$ cat src/rtl/core/aalu_pkg.sv
package aalu_pkg;

	typedef enum logic [2:0] {
		OP_ADD = 3'd0,
		OP_ADC = 3'd1,
		OP_SUB = 3'd2,
		OP_SBC = 3'd3,
		OP_XOR = 3'd4,
		OP_OR  = 3'd5,
		OP_CP  = 3'd6
	} alu_op_t;

	typedef struct packed {
		logic z;
		logic n;
		logic h;
		logic c;
	} flags_t;

	localparam logic [7:0] ACC_START_MONO   = 8'h01;
	localparam logic [7:0] ACC_START_COLOR  = 8'h11;
	localparam flags_t     FLAGS_START_MONO  = '{z: 1'b1, n: 1'b0, h: 1'b1, c: 1'b1};
	localparam flags_t     FLAGS_START_COLOR = '{z: 1'b1, n: 1'b0, h: 1'b0, c: 1'b0};

endpackage

$ cat src/rtl/core/accumulator_alu_with_flags.sv
// 8-bit accumulator ALU with Z/N/H/C flags.
// Input channel: in_valid/in_stall with op_select and operand. A transaction
// is taken on a clock edge with in_valid high and in_stall low.
// Result channel: out_valid/out_stall with acc_out and the four flags, which
// show the accumulator and flags after the operation.
// A taken transaction is held in the input register, then its result is
// written to the accumulator and flag registers. Throughput: one transaction
// per cycle while out_stall is low; accumulator and flag registers feed the
// ALU directly, so each operation sees the result of the one just before it.
// While out_stall holds a result, the input register keeps one more
// transaction and then raises in_stall; nothing is dropped.
// Reset: model_mode goes to 0 (monochrome), the accumulator to 0x01 and the
// flags to Z H C. Writing cfg_wr_en/cfg_wr_data sets model_mode and reloads
// the accumulator and flags with the start values of that mode (0x11, Z only
// for the color model). Write it only while no transaction is in flight.
module accumulator_alu_with_flags (
	input  logic       clk,
	input  logic       arst_n,
	input  logic       cfg_wr_en,
	input  logic       cfg_wr_data,
	input  logic       in_valid,
	output logic       in_stall,
	input  logic [2:0] op_select,
	input  logic [7:0] operand,
	output logic       out_valid,
	input  logic       out_stall,
	output logic [7:0] acc_out,
	output logic       zero_flag,
	output logic       sub_flag,
	output logic       half_flag,
	output logic       carry_flag
);
	import aalu_pkg::*;

	logic       valid_s1;
	logic [2:0] op_s1;
	logic [7:0] operand_s1;
	logic       advance;
	logic       mode_q;
	logic [7:0] acc_q;
	flags_t     flags_q;
	logic [7:0] acc_next;
	flags_t     flags_next;
	logic       out_valid_q;

	assign advance = valid_s1 & (~out_valid_q | ~out_stall);

	aalu_in_stage u_in_stage (
		.clk        (clk),
		.arst_n     (arst_n),
		.in_valid   (in_valid),
		.in_stall   (in_stall),
		.op_select  (op_select),
		.operand    (operand),
		.advance    (advance),
		.valid_s1   (valid_s1),
		.op_s1      (op_s1),
		.operand_s1 (operand_s1)
	);

	aalu_exec u_exec (
		.op         (op_s1),
		.operand    (operand_s1),
		.acc        (acc_q),
		.flags      (flags_q),
		.acc_next   (acc_next),
		.flags_next (flags_next)
	);

	// accumulator and flags double as the result register
	always_ff @(posedge clk or negedge arst_n) begin
		if (!arst_n) begin
			mode_q  <= 1'b0;
			acc_q   <= ACC_START_MONO;
			flags_q <= FLAGS_START_MONO;
		end else if (cfg_wr_en) begin
			mode_q  <= cfg_wr_data;
			acc_q   <= cfg_wr_data ? ACC_START_COLOR : ACC_START_MONO;
			flags_q <= cfg_wr_data ? FLAGS_START_COLOR : FLAGS_START_MONO;
		end else if (advance) begin
			acc_q   <= acc_next;
			flags_q <= flags_next;
		end
	end

	always_ff @(posedge clk or negedge arst_n) begin
		if (!arst_n) begin
			out_valid_q <= 1'b0;
		end else if (advance) begin
			out_valid_q <= 1'b1;
		end else if (!out_stall) begin
			out_valid_q <= 1'b0;
		end
	end

	assign out_valid  = out_valid_q;
	assign acc_out    = acc_q;
	assign zero_flag  = flags_q.z;
	assign sub_flag   = flags_q.n;
	assign half_flag  = flags_q.h;
	assign carry_flag = flags_q.c;

`ifndef NO_ASSERTIONS
	a_stall_needs_busy: assert property (@(posedge clk) disable iff (!arst_n)
		in_stall |-> valid_s1)
		else $error("input stalled with empty stage");

	a_cfg_reload: assert property (@(posedge clk) disable iff (!arst_n)
		cfg_wr_en |=> (mode_q == $past(cfg_wr_data)) &&
			(acc_q == (mode_q ? ACC_START_COLOR : ACC_START_MONO)))
		else $error("mode write did not reload accumulator");

	a_cp_keeps_acc: assert property (@(posedge clk) disable iff (!arst_n)
		(advance && !cfg_wr_en && op_s1 == OP_CP) |=> (acc_q == $past(acc_q)) && flags_q.n)
		else $error("compare changed accumulator");

	a_logic_flags: assert property (@(posedge clk) disable iff (!arst_n)
		(advance && !cfg_wr_en && (op_s1 == OP_XOR || op_s1 == OP_OR))
		|=> !flags_q.n && !flags_q.h && !flags_q.c)
		else $error("logic op left N/H/C set");

	a_result_source: assert property (@(posedge clk) disable iff (!arst_n)
		$rose(out_valid_q) |-> $past(valid_s1))
		else $error("result without a transaction in the stage");
`endif

endmodule

$ cat src/rtl/core/aalu_in_stage.sv
module aalu_in_stage (
	input  logic       clk,
	input  logic       arst_n,
	input  logic       in_valid,
	output logic       in_stall,
	input  logic [2:0] op_select,
	input  logic [7:0] operand,
	input  logic       advance,
	output logic       valid_s1,
	output logic [2:0] op_s1,
	output logic [7:0] operand_s1
);
	import aalu_pkg::*;

	logic load;

	// stage frees up in the same cycle it hands its transaction on
	assign in_stall = valid_s1 & ~advance;
	assign load     = in_valid & ~in_stall;

	always_ff @(posedge clk or negedge arst_n) begin
		if (!arst_n) begin
			valid_s1 <= 1'b0;
		end else if (load) begin
			valid_s1 <= 1'b1;
		end else if (advance) begin
			valid_s1 <= 1'b0;
		end
	end

	always_ff @(posedge clk) begin
		if (load) begin
			op_s1      <= op_select;
			operand_s1 <= operand;
		end
	end

endmodule

$ cat src/rtl/core/aalu_exec.sv
module aalu_exec (
	input  logic            [2:0] op,
	input  logic            [7:0] operand,
	input  logic            [7:0] acc,
	input  aalu_pkg::flags_t      flags,
	output logic            [7:0] acc_next,
	output aalu_pkg::flags_t      flags_next
);
	import aalu_pkg::*;

	logic       k_add;
	logic       k_sub;
	logic [8:0] sum;
	logic [4:0] sum_lo;
	logic [8:0] diff;
	logic [4:0] diff_lo;
	logic [7:0] x_res;
	logic [7:0] o_res;

	assign k_add = (op == OP_ADC) & flags.c;
	assign k_sub = (op == OP_SBC) & flags.c;

	assign sum     = {1'b0, acc} + {1'b0, operand} + {8'd0, k_add};
	assign sum_lo  = {1'b0, acc[3:0]} + {1'b0, operand[3:0]} + {4'd0, k_add};
	// bit 8 / bit 4 of the wrapped difference is the borrow
	assign diff    = {1'b0, acc} - {1'b0, operand} - {8'd0, k_sub};
	assign diff_lo = {1'b0, acc[3:0]} - {1'b0, operand[3:0]} - {4'd0, k_sub};
	assign x_res   = acc ^ operand;
	assign o_res   = acc | operand;

	always_comb begin
		acc_next   = acc;
		flags_next = flags;
		case (op)
			OP_ADD, OP_ADC: begin
				acc_next   = sum[7:0];
				flags_next = '{z: (sum[7:0] == 8'd0), n: 1'b0, h: sum_lo[4], c: sum[8]};
			end
			OP_SUB, OP_SBC: begin
				acc_next   = diff[7:0];
				flags_next = '{z: (diff[7:0] == 8'd0), n: 1'b1, h: diff_lo[4], c: diff[8]};
			end
			OP_CP: begin
				flags_next = '{z: (diff[7:0] == 8'd0), n: 1'b1, h: diff_lo[4], c: diff[8]};
			end
			OP_XOR: begin
				acc_next   = x_res;
				flags_next = '{z: (x_res == 8'd0), n: 1'b0, h: 1'b0, c: 1'b0};
			end
			OP_OR: begin
				acc_next   = o_res;
				flags_next = '{z: (o_res == 8'd0), n: 1'b0, h: 1'b0, c: 1'b0};
			end
			default: begin
				acc_next   = acc;
				flags_next = flags;
			end
		endcase
	end

endmodule
$ cat config.mk
export PLATFORM = sky130hd
export DESIGN_NAME = accumulator_alu_with_flags
export DESIGN_NICKNAME = d
export VERILOG_FILES = /design/src/rtl/core/aalu_pkg.sv /design/src/rtl/core/accumulator_alu_with_flags.sv /design/src/rtl/core/aalu_in_stage.sv /design/src/rtl/core/aalu_exec.sv
export SDC_FILE = /design/constraint.sdc
export NUM_CORES = 1
export LEC_CHECK = 0
export BUFFER_PORTS_ARGS = -buffer_cell sky130_fd_sc_hd__buf_4
export CAP_MARGIN = 20
export CORE_MARGIN = 2
export CORE_UTILIZATION = 58
export DETAILED_ROUTE_END_ITERATION = 10
export GPL_ROUTABILITY_DRIVEN = 0
export GPL_TIMING_DRIVEN = 0
export HOLD_SLACK_MARGIN = 0.02
export PLACE_DENSITY = 0.84
export SYNTH_ARGS = -nofsm -noshare
export SYNTH_HDL_FRONTEND = slang
export SYNTH_SLANG_ARGS = --single-unit
$ cat constraint.sdc
create_clock -name clk -period 4.3 [get_ports clk]
set_clock_uncertainty 0.2 [all_clocks]
set_input_delay 0.215 -clock clk [delete_from_list [all_inputs] [get_ports clk]]
set_output_delay 0.215 -clock clk [all_outputs]
set_load 0.05 [all_outputs]
Word-level counts from Yosys, hierarchy flattened

Index checks and enable logic that the tools add are counted.

Flip-flop bits (word level): 25
Bits of input ports: 17
Output and inout bits: 14
Word-level logic and storage cells: 62

Add/sub/neg operators: 8
Equality and inequality tests: 7
Mux-type cells: 12
Bitwise operators: 12
Reductions and logical operators: 14

Operator list:

| operator             | count |
|---|---|
| $logic_not A8 Y1     | 4 |
| $pmux W8 S4          | 1 |
| $mux W8              | 2 |
| $pmux W4 S4          | 1 |
| $reduce_bool A5 Y1   | 2 |
| $add A8 B8 Y9        | 1 |
| $add A9 B1 Y9        | 1 |
| $eq A3 B3 Y1 const B | 3 |
| $sub A8 B8 Y9        | 1 |
| $sub A9 B1 Y9        | 1 |
| $mux W4              | 2 |
| $or A8 B8 Y8         | 1 |
| $xor A8 B8 Y8        | 1 |
| $eq A3 B2 Y1 const B | 2 |
| $add A4 B4 Y5        | 1 |
| $add A5 B1 Y5        | 1 |
| $and A1 B1 Y1        | 5 |
| $mux W5              | 1 |
| $sub A4 B4 Y5        | 1 |
| $sub A5 B1 Y5        | 1 |
| $mux W1              | 4 |
| $not A1 Y1           | 4 |
| $reduce_and A2 Y1    | 2 |
| $reduce_bool A2 Y1   | 2 |
| other kinds (7)      | 8 |

Longest topological paths before layout

Gate-level depths: netlist (run 1).

Depth after elaboration: 8
Depth in mapped cells: 13

Modules after synthesis

From an unflattened synthesis (run 1), not the netlist that was laid out.

Cell total of the unflattened synthesis: 276
Area, all modules: 2483.6 um^2

Modules (own cells, without submodules):

| module                     | instances | cells an instance | area an instance (um^2) |
|---|---|---|---|
| aalu_exec                  | 1         | 204               | 1503.9 |
| accumulator_alu_with_flags | 1         | 56                | 591.8 |
| aalu_in_stage              | 1         | 16                | 387.9 |

Worst setup path before layout (run 1)

OpenSTA, ideal clock, no wires.

Kind: register to register
From: register u_in_stage.op_s1[0]
To: register flags_q, in the netlist zero_flag
Data arrival time: 3073 ps
Setup slack: 959 ps
Cell stages (with the launch flop): 12
Buffers on the path: 2
Clock period less this slack: 3341 ps
Path through: edfxtp_1 > buf_2 > clkbuf_1 > nand4_1 > fa_1 > fa_1 > o21a_4 > nor2_4 > xnor2_1 > or4_4 > o41ai_2 > a2bb2oi_2

Longest elaborated chain between the ends: 7
Elaborated cells on any way between the ends: 20
Those cells by class: add/sub (2); eq/ne (6); mux (3); bitwise (2); reduce/logical (7)

Ends and longest elaborated chain:

| item                                           | line                                              | text |
|---|---|---|
| start, declared                                | aalu_in_stage.sv:10                               | `output logic [2:0] op_s1,` |
| start signal, assigned                         | aalu_in_stage.sv:33                               | `op_s1 <= op_select;` |
| $eq A3 B2 Y1 or $eq A3 B1 Y1 (tied branches)   | aalu_exec.sv:21, aalu_exec.sv:34, aalu_exec.sv:20 |  |
| $and A1 B1 Y1, on equally long branches        | aalu_exec.sv:21, aalu_exec.sv:20                  |  |
| $sub A9 B1 Y9 or $add A9 B1 Y9 (tied branches) | aalu_exec.sv:26, aalu_exec.sv:23                  |  |
| $logic_not A8 Y1, on equally long branches     | aalu_exec.sv:41, aalu_exec.sv:44, aalu_exec.sv:37 |  |
| $pmux W4 S4                                    | aalu_exec.sv:34                                   | `case (op)` |
| $mux W4                                        | accumulator_alu_with_flags.sv:80                  | `end else if (advance) begin` |
| $mux W4                                        | accumulator_alu_with_flags.sv:76                  | `end else if (cfg_wr_en) begin` |
| end signal, assigned                           | accumulator_alu_with_flags.sv:79                  | `flags_q <= cfg_wr_data ? FLAGS_START_COLOR : FLAGS_START_MONO;` |
| end signal, assigned                           | accumulator_alu_with_flags.sv:82                  | `flags_q <= flags_next;` |
| end, declared                                  | accumulator_alu_with_flags.sv:41                  | `flags_t flags_q;` |

Parallel ways exist; a longest one is shown, timed or not. The select of a mux whose other input is x is not followed.
A chain may end at the register's enable or synchronous reset.

Worst setup path after layout (run 1)

Same ends and word-level chain as after synthesis.

==> key figures, run 1 <==
Pwr
  • VDD IR max: around 0.21 mV
  • Final Power: about 0.9 mW
  • LEAKAGE: roughly 1.2 nW
  • Pwr per Cell Area: approximately 330 nW/um^2

Setup path
  • Startpoint Class: flip-flop
  • CP arrival: 3860 ps
  • Setup slack, reg-to-reg: 450 ps
  • R2r worst-path depth: 12
  • Critical path capture point type: flip-flop
  • FF-to-FF End: zero_flag
  • Crit Path Max Fanout: 10
  • Reg2Reg Launch Point: u_in_stage.op_s1[0]
  • WS Path Type: reg2reg
  • Critical Path RT: 4310 ps

CTS
  • Clock latency on the worst-skew pair: 280 ps
  • Clock transition at path regs: 90 ps
  • Post_cts resized: 0
  • Clk root buf: clkbuf_8
  • Total setup buffers inserted after CTS: 0
  • Total CTS buffers: 3
  • Clk buf depth: 2
  • CTS tree: built
  • Sinks on Clock Net: 25
  • H-Tree Depth: 1

Global routing
  • Grt met2 use: 0.490
  • Initial antenna violation count: 0
  • First-pass GRT wire length: 9750 um
  • Largest net degree at the start of global routing: 15
  • Gr busiest metal: met2
  • GR Layer Usage met3: 0.0426
  • GR Util met1: 0.381
  • GRT Util Overall: 0.300
  • Overflow after GRT: 0
  • Vias in the first global route: 2,067

Detailed routing
  • Final WL: 5980 um
  • DRT iter0 DRCs: 156
  • DR vias: 2,142
  • Antenna-violating nets left: 0
  • Drt pass-1 iters: 6
  • Vias per cell: approximately 6.2
  • WL per Instance: 17.4 um
  • DRC: 0

Logic synthesis
  • Post-Syn Nets: 300
  • Synthesized area: about 2200 um^2
  • Cell count after synthesis: 247
  • Yosys warning count: 0
  • Register area share after synthesis: 0.305
  • EDFF count, synth: 11
  • Unique cell type count in the Yosys netlist: just under 50
  • Area share of the largest cell type after synthesis: 0.178
  • #FFs+latches synth: 25
  • Synth area leader: ha_1
  • Main area contributors after synthesis: ha_1 18%, edfxtp_1 15%, dfrtp_1 11%, inv_1 5.4%, dfstp_2 4.7%
  • Synth cell count leaders: 32 x ha_1, 32 x inv_1, 25 x nor2_1
  • Ys flop type: edfxtp_1
  • Syn Area/Cell: roughly 9 um^2
  • Ys async rst share: 0.560

Worst hold path
  • End of the worst hold path: carry_flag
  • Worst hold path cell count: 3
  • Hold Startpoint: cfg_wr_data
  • HP Class: in2reg

Placed design
  • Number of I/O port buffers: 30
  • DP HPWL: 4220 um
  • Placement Setup Slack: 578 ps

STA
  • Tightest Pin Transition: 686 ps
  • Setup ws final: about 450 ps
  • Period utilization: 0.895
  • Final Critical Period: between 3000 and 4000 ps
  • Total negative slack: 0 ps
  • Maximum clock rate: 260 MHz
  • RSZ-0062 raised after global routing: no
  • Slew headroom: 0.541
  • Minimum hold slack: 39.0 ps
  • Final Slew Violations: 0
  • Final Hold Vio Count: 0
  • Final setup viols: 0

Cells and area
  • Fillers: 275
  • Fin nets: 349
  • Syn-to-layout area delta: 21.0%
  • N_diodes: 0
  • Finished Core Util: 0.736
  • Share of cells above drive strength 1: 0.159

Floorplanning
  • Die Height: 66.2 um
  • Die span in x: 66.2 um
  • Initial core utilization: 0.609
  • Full die area: 4380 um^2
  • Core box area: around 3700 um^2
  • FP Rows: 22
  • Top Ports: 31

Outcome
  • Outcome: finished clean

Run
  • Max Cap Violations: 0
routing by layer:
| layer | up-vias | part of all wire | wire length, um |
|---|---|---|---|
| met3 | 34 | 0.087 | 520 |
| met1 | 984 | 0.39 | 2330 |
| met5 | - | 0 | 0 |
| li1 | 974 | - | - |
| met2 | 150 | 0.48 | 2860 |
| met4 | 0 | 0.046 | 276 |
registers in the layout, indices dropped and copies added, names as in the netlist:
signal                 cells
out_valid                  1
acc_out                    8
u_in_stage.op_s1           3
u_in_stage.operand_s1      8
zero_flag                  1
sub_flag                   1
u_in_stage.valid_s1        1
carry_flag                 1
half_flag                  1
cell usage in the layout, fill, tap and decap left out, types with 4 or more instances in the layout:
cell,count
nand2b_1,6
nor3_1,4
nor2_1,25
fa_1,4
dfstp_2,4
xor2_1,5
o21a_1,4
a21oi_1,15
edfxtp_1,11
o22ai_1,7
inv_1,32
buf_4,30
nand2_1,12
nand4_1,5
o21ai_0,11
a22oi_1,4
a221oi_1,5
ha_1,32
dlygate4sd3_1,14
dfrtp_1,10
xnor2_1,6
through the flow:
| stage | std cells | cell area, um^2 |
|---|---|---|
| final | 343 | 2720 |
| after global routing | 343 | 2720 |
| after CTS | 343 | 2720 |
| after detailed placement | 325 | 2530 |
| after global placement | 325 | 2530 |
| after floorplan | 247 | 2240 |
final cells by class:
type                       instances  area (um^2)  share of cell area
clock buffer                       4         45.0              0.0166
inverter                          33          124              0.0456
timing repair buffer              44          365               0.135
multi-input combinational        184         1410               0.518
sequential                        25          686               0.253
buffer                             5         27.5              0.0101
tap                               48         60.1              0.0221
worst max path at each step:
stage,start,to,slack (ps),depth (start not counted)
after detailed placement,u_in_stage.op_s1[0],zero_flag,580,11
after floorplan,u_in_stage.op_s1[0],zero_flag,960,11
after global routing,u_in_stage.op_s1[0],acc_out[7],270,12
after global placement,u_in_stage.op_s1[0],zero_flag,580,11
final,u_in_stage.op_s1[0],zero_flag,450,12
after CTS,u_in_stage.op_s1[0],zero_flag,540,11
critical path, cell delays in order (launching register included):
cell	delay, ps
edfxtp_1	330
buf_2	240
clkbuf_1	390
nand4_1	190
fa_1	450
fa_1	480
nor2b_1	180
o21ai_0	100
nand2b_1	170
xnor2_1	120
or4_1	490
nor3_1	270
a2bb2oi_2	170
power breakdown:
| part | switching, mW | internal, mW | total [mW] | leakage (nW) |
|---|---|---|---|---|
| clock network | 0.0788 | 0.0665 | 0.145 | 0.0228 |
| logic | 0.275 | 0.175 | 0.450 | 0.930 |
| registers | 0.0197 | 0.274 | 0.294 | 0.276 |
cell families (layout without fill, tap and decap cells):
family,count (synthesis),in the layout,share of synthesized area
simple gates,66,66,0.144
mux,3,3,0.0134
compound gates,68,68,0.212
flops,25,25,0.305
buf+inv,38,86,0.0674
fa+ha+maj,36,36,0.214
xor+xnor,11,11,0.0429
timing repair:
item / CTS / global route
hold endpoints to repair: 29 / 0
setup endpoints to repair: 0 / 0
hold buffers: 14 / 0
No activity file was read; power rests on OpenSTA's default activity.
==> run 2: changes to the inputs <==
- ABC_AREA: not set -> 1
- CORE_ASPECT_RATIO: not set -> 1.5
- CORE_UTILIZATION: 58 -> 59
- PLACE_DENSITY: 0.84 -> 0.85
==> run 2 against run 1 <==
Compared with the run above: count of clock-buffer cells in the layout fell by 1; critical path type unchanged; sequential cell count unchanged; critical endpoint unchanged; sequential share of layout area down 1.8 points; first-iteration DRC count shrank 9.0%; worst setup slack improved by 930 ps; cell count is 23% higher; highest routed layer unchanged; via count rose by 9.7%; core utilization up 0.19 points; critical path depth increased by 3; global-route usage decreased by 1.8 points; total power grew 59%; synthesized area increased by 9.3%.
==> key figures, run 2 <==
Outcome
  • Outcome: finished clean

Cells and area
  • Fillers: 306 (+11%)
  • Share of cells above drive strength 1: 0.181 (+0.0215)
  • Reg area: 686 um^2 (unchanged)
  • Fin nets: 430 (+23%)
  • Commonest non-fill, non-tap cell in the layout: nand2_1
  • Multi-input gate area: 1490 um^2 (+5.9%)
  • Syn-to-layout area delta: 19.1%
  • Commonest non-fill, non-tap cells in the layout: 80 x nand2_1, 64 x inv_1, 32 x ha_1
  • N_diodes: 0 (unchanged)

Logic synthesis
  • #FFs+latches synth: 25 (unchanged)
  • Post-Syn Nets: 381 (+27%)
  • Register area share after synthesis: 0.279 (-0.0260)
  • Main area contributors after synthesis: ha_1 16%, edfxtp_1 13%, nand2_1 12%, dfrtp_1 10%, inv_1 9.8%
  • Unique cell type count in the Yosys netlist: 37 (-24%)
  • EDFF count, synth: 11 (unchanged)
  • Syn Area/Cell: 7.48 um^2 (-18%)
  • Synthesized area: 2450 um^2 (+9.3%)
  • Yosys warning count: 0 (unchanged)
  • Area share of the largest cell type after synthesis: 0.163 (-0.0152)
  • Ys async rst share: 0.560 (unchanged)
  • Synth cell count leaders: 80 x nand2_1, 64 x inv_1, 32 x ha_1
  • Ys flop type: edfxtp_1
  • Synth area leader: ha_1
  • Cell count after synthesis: 328 (+33%)
  • Most numerous cell in the Yosys netlist: nand2_1

Setup path
  • Critical path capture point type: flip-flop
  • Max stage delay cell, worst path: edfxtp_1
  • Crit path buffers/inverters: 2 (unchanged)
  • Crit path top cell by count: nand2_1
  • Crit Path Max Fanout: 5 (-5)
  • CP arrival: 2950 ps (-910 ps)
  • Startpoint Class: flip-flop
  • Critical Path RT: 4330 ps (+20 ps)
  • CP delay by family, top: adder cells
  • Slowest stage delay, CP: 480 ps (about the same)
  • WS Path Type: reg2reg
  • Critical path cell sequence: inv_1 -> nand4_1 -> fa_1 -> fa_1 -> xor2_1 -> nand2_1 -> nor2_1 -> nand2_1 -> nor2_1 -> nand3_1 -> nand2_1 -> nand2_1 -> nand3_1 -> nand2_1 -> inv_1

CTS
  • CTS tree: built
  • Sinks on Clock Net: 25 (unchanged)
  • Total CTS buffers: 3 (unchanged)
  • Clk buf depth: 2 (unchanged)
  • Clk root buf: clkbuf_8
  • Total setup buffers inserted after CTS: 0 (unchanged)
  • Clock transition at path regs: 90 ps (about the same)
  • H-Tree Depth: 1 (unchanged)
  • Clock latency on the worst-skew pair: 280 ps (about the same)

Placed design
  • Number of I/O port buffers: 30 (unchanged)
  • DP HPWL: 4850 um (+15%)

Global routing
  • Initial antenna violation count: 0 (unchanged)
  • GRT Util Overall: 0.282 (-0.0179)
  • Overflow after GRT: 0 (unchanged)
  • Largest net degree at the start of global routing: 15 (unchanged)
  • Vias in the first global route: 2,529 (+22%)
  • First-pass GRT wire length: 10,700 um (+9.5%)

Detailed routing
  • Final WL: 6200 um (+3.7%)
  • Vias per cell: 5.58 (-11%)
  • DR vias: 2,349 (+9.7%)
  • Drt pass-1 iters: 5 (-1)
  • WL per Instance: 14.7 um (-16%)
  • Antenna-violating nets left: 0 (unchanged)
  • DRC: 0 (unchanged)
  • DRT iter0 DRCs: 142 (-9.0%)

Floorplanning
  • FP Rows: 28 (+27%)
  • Full die area: 4700 um^2 (+7.2%)
  • Die span in x: 56.7 um (-14%)
  • Top Ports: 31 (unchanged)
  • Core box area: 3960 um^2 (+7.3%)
  • Initial core utilization: 0.620 (+0.0112)
  • Die Height: 83.0 um (+25%)

Run
  • Max Cap Violations: 0 (unchanged)

Pwr
  • Pwr per Cell Area: 484 nW/um^2 (+48%)
  • LEAKAGE: 1.53 nW (+24%)
  • VDD IR max: 0.330 mV (+54%)

STA
  • Period utilization: 0.680 (-0.216)
  • Final setup viols: 0 (unchanged)
  • Minimum hold slack: 42.4 ps (+3.42 ps)
  • Maximum clock rate: 342 MHz (+32%)
  • Final Slew Violations: 0 (unchanged)
  • Total negative slack: 0 ps (unchanged)
  • Slew headroom: 0.674 (+0.133)
  • Tightest Pin Transition: 488 ps (-198 ps)
  • Final Critical Period: 2920 ps (-928 ps)
  • Final Hold Vio Count: 0 (unchanged)
  • RSZ-0062 raised after global routing: no

Worst hold path
  • HP Class: in2reg
## run 2: changes by cell type after synthesis, moves of 5 or more
cell	delta
inv_1	+32
a221oi_1	-5
nor2_1	-8
inv_2	+5
nand3_1	+13
nand2_1	+68
nand2b_1	-6
nand2_2	+10
## run 2: kinds of logic after synthesis
family                   share of synthesized area
flip-flops                                   0.279
AND/OR/NAND/NOR                              0.274
XOR/XNOR                                    0.0179
buffers and inverters                        0.113
AO/OA/AOI/OAI                                0.119
adder cells (fa/ha/maj)                      0.196
## run 2: metrics by stage
stage / power [mW] / setup slack, ps / instances / utilization / instance area, um^2
5_1_grt: 1.53 / 1150 / 421 / 0.738 / 2920
3_3_place_gp: 1.22 / 1500 / 403 / 0.691 / 2740
6_report: 1.41 / 1380 / 421 / 0.738 / 2920
3_5_place_dp: 1.24 / 1420 / 403 / 0.691 / 2740
2_1_floorplan: 1.02 / 1620 / 328 / - / 2450
4_1_cts: 1.40 / 1390 / 421 / 0.738 / 2920
## run 2: where the power goes
group          leakage (nW)  switching (mW)  internal (mW)
clock network        0.0255          0.0785         0.0650
logic                  1.23           0.615          0.324
registers             0.274          0.0363          0.296
## run 2: tightest hold or removal path, cell delays in order
cell     delay [ps]
buf_4            70
nor2_1           60
a21oi_1         110
nand2_1          60
## run 2: what timing repair did
action,4_1_cts,5_1_grt
hold endpoints to repair,27,0
resized for setup,0,0
hold buffers,14,0
## run 2: per-layer routing
| layer | wire length, um | vias to the layer above | GRT usage |
|---|---|---|---|
| met5 | 0 | - | 0 |
| met4 | 247 | 0 | 0.134 |
| met3 | 340 | 28 | 0.0374 |
| met2 | 3220 | 102 | 0.518 |
| met1 | 2400 | 1065 | 0.307 |
| li1 | - | 1154 | - |
## run 2: worst paths after layout
kind	from	end	slack (ps)	depth (start not counted)
max	u_in_stage.op_s1[2]	zero_flag	1380	15
min	cfg_wr_data	carry_flag	40	4
min reg2reg	u_in_stage.valid_s1	out_valid	300	2
max in group asynchronous	arst_n	zero_flag	3540	2
max reg2reg	u_in_stage.op_s1[2]	zero_flag	1380	15
min in group asynchronous	arst_n	acc_out[1]	120	2
## run 2: layout make-up
| class | instances | share of cell area |
|---|---|---|
| plain buffers | 2 | 0.00514 |
| clock buffers | 3 | 0.0141 |
| clock inverters | 1 | 0.00171 |
| inverters | 70 | 0.0899 |
| multi-input cells | 231 | 0.510 |
| flip-flops and latches | 25 | 0.235 |
| well taps | 45 | 0.0193 |
| repair buffers | 44 | 0.125 |
==> run 3: changes to the inputs <==
- ABC_AREA: 1 -> 0
- CORE_UTILIZATION: 59 -> 52
- PLACE_DENSITY: 0.85 -> 0.8
- clock period: 4.3 -> 2.35 ns (I/O delays scaled with it)
==> run 3 against run 2 <==
Compared with the run above: the run now ends with negative setup slack left; largest cell class unchanged; critical path type unchanged; routed wire length shrank 0.45%; count of clock-buffer cells in the layout is the same; sequential power grew 62%; register-to-register slack lost 2200 ps; highest routed layer unchanged; sequential cell count is the same; design area grew 5.1%; global-route usage shrank 1.4 points; fmax shrank 7.5%; combinational power grew 12%; via count shrank 9.2%.
==> key figures, run 3 (synthesis results as in run 1) <==
Outcome
  • Outcome: finished, violations left
  • Failing checks: negative setup slack

Detailed routing
  • Top sig layer: met4
  • Drt pass-1 iters: 6 (+1)
  • WL per Instance: 17.4 um (+18%)
  • Antenna-violating nets left: 0 (unchanged)
  • Routed wl met2: 3270 um (+1.5%)
  • DR vias: 2,132 (-9.2%)
  • Final WL: 6180 um (-0.45%)
  • DRT iter0 DRCs: 113 (-20%)
  • Met3 WL: 276 um (-19%)
  • DRT met1 WL: 2330 um (-2.8%)
  • Vias per cell: 6.02 (+7.9%)
  • DRC: 0 (unchanged)

Cells and area
  • Multi-input gate area: 1630 um^2 (+9.6%)
  • Share of cells above drive strength 1: 0.302 (+0.121)
  • Post-Layout Inst Area: 3070 um^2 (+5.1%)
  • Fin nets: 362 (-16%)
  • Syn-to-layout area delta: 36.8%
  • Fillers: 286 (-6.5%)
  • Reg area: 687 um^2 (+0.18%)
  • N_diodes: 0 (unchanged)
  • Finished Core Util: 0.736 (-0.00216)
  • Commonest non-fill, non-tap cells in the layout: 38 x buf_4, 29 x ha_1, 28 x inv_1
  • Commonest non-fill, non-tap cell in the layout: buf_4

Floorplanning
  • FP Rows: 29 (+3.6%)
  • Full die area: 4870 um^2 (+3.6%)
  • Core box area: 4170 um^2 (+5.4%)
  • Die Height: 84.5 um (+1.8%)
  • Die span in x: 57.6 um (+1.7%)
  • Top Ports: 31 (unchanged)
  • Initial core utilization: 0.538 (-0.0819)

Placed design
  • DP Area: 2570 um^2 (-6.1%)
  • Number of I/O port buffers: 30 (unchanged)
  • DP HPWL: 4210 um (-13%)
  • Placement Setup Slack: -1100 ps (-2520 ps)

STA
  • Final Slew Violations: 0 (unchanged)
  • Tightest Pin Transition: 808 ps (+320 ps)
  • Setup ws final: -811 ps (-2190 ps)
  • Slew headroom: 0.460 (-0.215)
  • Final Hold Vio Count: 0 (unchanged)
  • Minimum hold slack: 44.5 ps (+2.02 ps)
  • Period utilization: 1.35 (+0.665)
  • Maximum clock rate: 316 MHz (-7.5%)
  • Final setup viols: 10 (+10)
  • RSZ-0062 raised after global routing: yes
  • Final Critical Period: 3160 ps (+238 ps)
  • Total negative slack: -4490 ps (-4490 ps)

Global routing
  • Largest net degree at the start of global routing: 15 (unchanged)
  • Initial antenna violation count: 0 (unchanged)
  • Vias in the first global route: 2,242 (-11%)
  • GRT Util Overall: 0.268 (-0.0136)
  • Overflow after GRT: 0 (unchanged)
  • First-pass GRT wire length: 10,200 um (-4.9%)

Setup path
  • Startpoint Class: flip-flop
  • Crit path buffers/inverters: 0 (-2)
  • Crit path top cell by count: fa_2
  • Critical path cell sequence: nand4_1 -> fa_2 -> fa_2 -> o21a_4 -> nor2_4 -> xnor2_2 -> or4_4 -> o41ai_4 -> a2bb2oi_2
  • Critical path capture point type: flip-flop
  • Crit Path Max Fanout: 3 (-2)
  • Slowest stage delay, CP: 570 ps (+90 ps)
  • Critical Path RT: 2360 ps (-1970 ps)
  • WS Path Type: reg2reg
  • Max stage delay cell, worst path: dfstp_2
  • CP arrival: 3170 ps (+220 ps)
  • CP delay by family, top: adder cells

CTS
  • Sinks on Clock Net: 25 (unchanged)
  • Clock latency on the worst-skew pair: 270 ps (about the same)
  • Clock transition at path regs: 90 ps (about the same)
  • Clk root buf: clkbuf_8
  • CTS tree: built
  • H-Tree Depth: 1 (unchanged)
  • Total CTS buffers: 3 (unchanged)
  • Clk buf depth: 2 (unchanged)

Run
  • Max Cap Violations: 0 (unchanged)

Worst hold path
  • HP Class: in2async

Pwr
  • LEAKAGE: 1.34 nW (-12%)
  • Pwr per Cell Area: 603 nW/um^2 (+25%)
  • VDD IR max: 0.597 mV (+81%)
run 3: cell types whose count changed in the layout (fill, tap and decap cells not counted), moves of 6 or more:
cell | previous run | this run
buf_4 | 30 | 38
inv_1 | 64 | 28
nand2_1 | 80 | 12
nand2_2 | 10 | 0
nand2b_1 | 0 | 6
nand3_1 | 15 | 2
nor2_1 | 17 | 25
run 3: per-layer routing:
| metal | vias up | track usage |
|---|---|---|
| met5 | - | 0 |
| met4 | 0 | 0.140 |
| li1 | 998 | - |
| met1 | 1012 | 0.311 |
| met3 | 29 | 0.0308 |
| met2 | 93 | 0.470 |
run 3: power breakdown:
group / total [mW] / internal [mW] / switching (mW)
combinational: 1.05 / 0.449 / 0.603
clock: 0.260 / 0.119 / 0.141
sequential: 0.539 / 0.502 / 0.0365
run 3: worst paths after layout:
path	cells past startpoint	to	start	slack [ps]
setup / recovery	9	zero_flag	carry_flag	-810
hold / removal	2	acc_out[5]	arst_n	40
setup reg to reg	9	zero_flag	carry_flag	-810
hold reg to reg	2	sub_flag	sub_flag	340
max in group asynchronous	2	acc_out[0]	arst_n	1650
min in group clk	2	sub_flag	sub_flag	340
run 3: metrics by stage:
| stage | std cells | total power [mW] |
|---|---|---|
| floorplan | 247 | 1.14 |
| global placement | 323 | 1.33 |
| detailed placement | 323 | 1.34 |
| CTS | 352 | 1.79 |
| global route | 354 | 1.96 |
| finish | 354 | 1.85 |
run 3: cell type report:
class,count,share of cell area
multi-input cells,184,0.532
flip-flops and latches,25,0.224
repair buffers,57,0.156
inverters,33,0.0403
well taps,46,0.0187
plain buffers,5,0.0147
clock buffers,3,0.0134
clock inverters,1,0.00163
run 3: worst register-to-register path: stages (launching register included):
cell	delay (ps)
dfstp_2	570
nand4_1	110
fa_2	390
fa_2	410
o21a_4	250
nor2_4	110
xnor2_2	90
or4_4	520
o41ai_4	270
a2bb2oi_2	180
run 3: what timing repair did:
action                     CTS  global route
pin swaps                   24            18
hold buffers                17             0
setup buffers                8             3
hold endpoints to repair    31             0
gates resized for setup     32            10
setup endpoints to repair   11            11
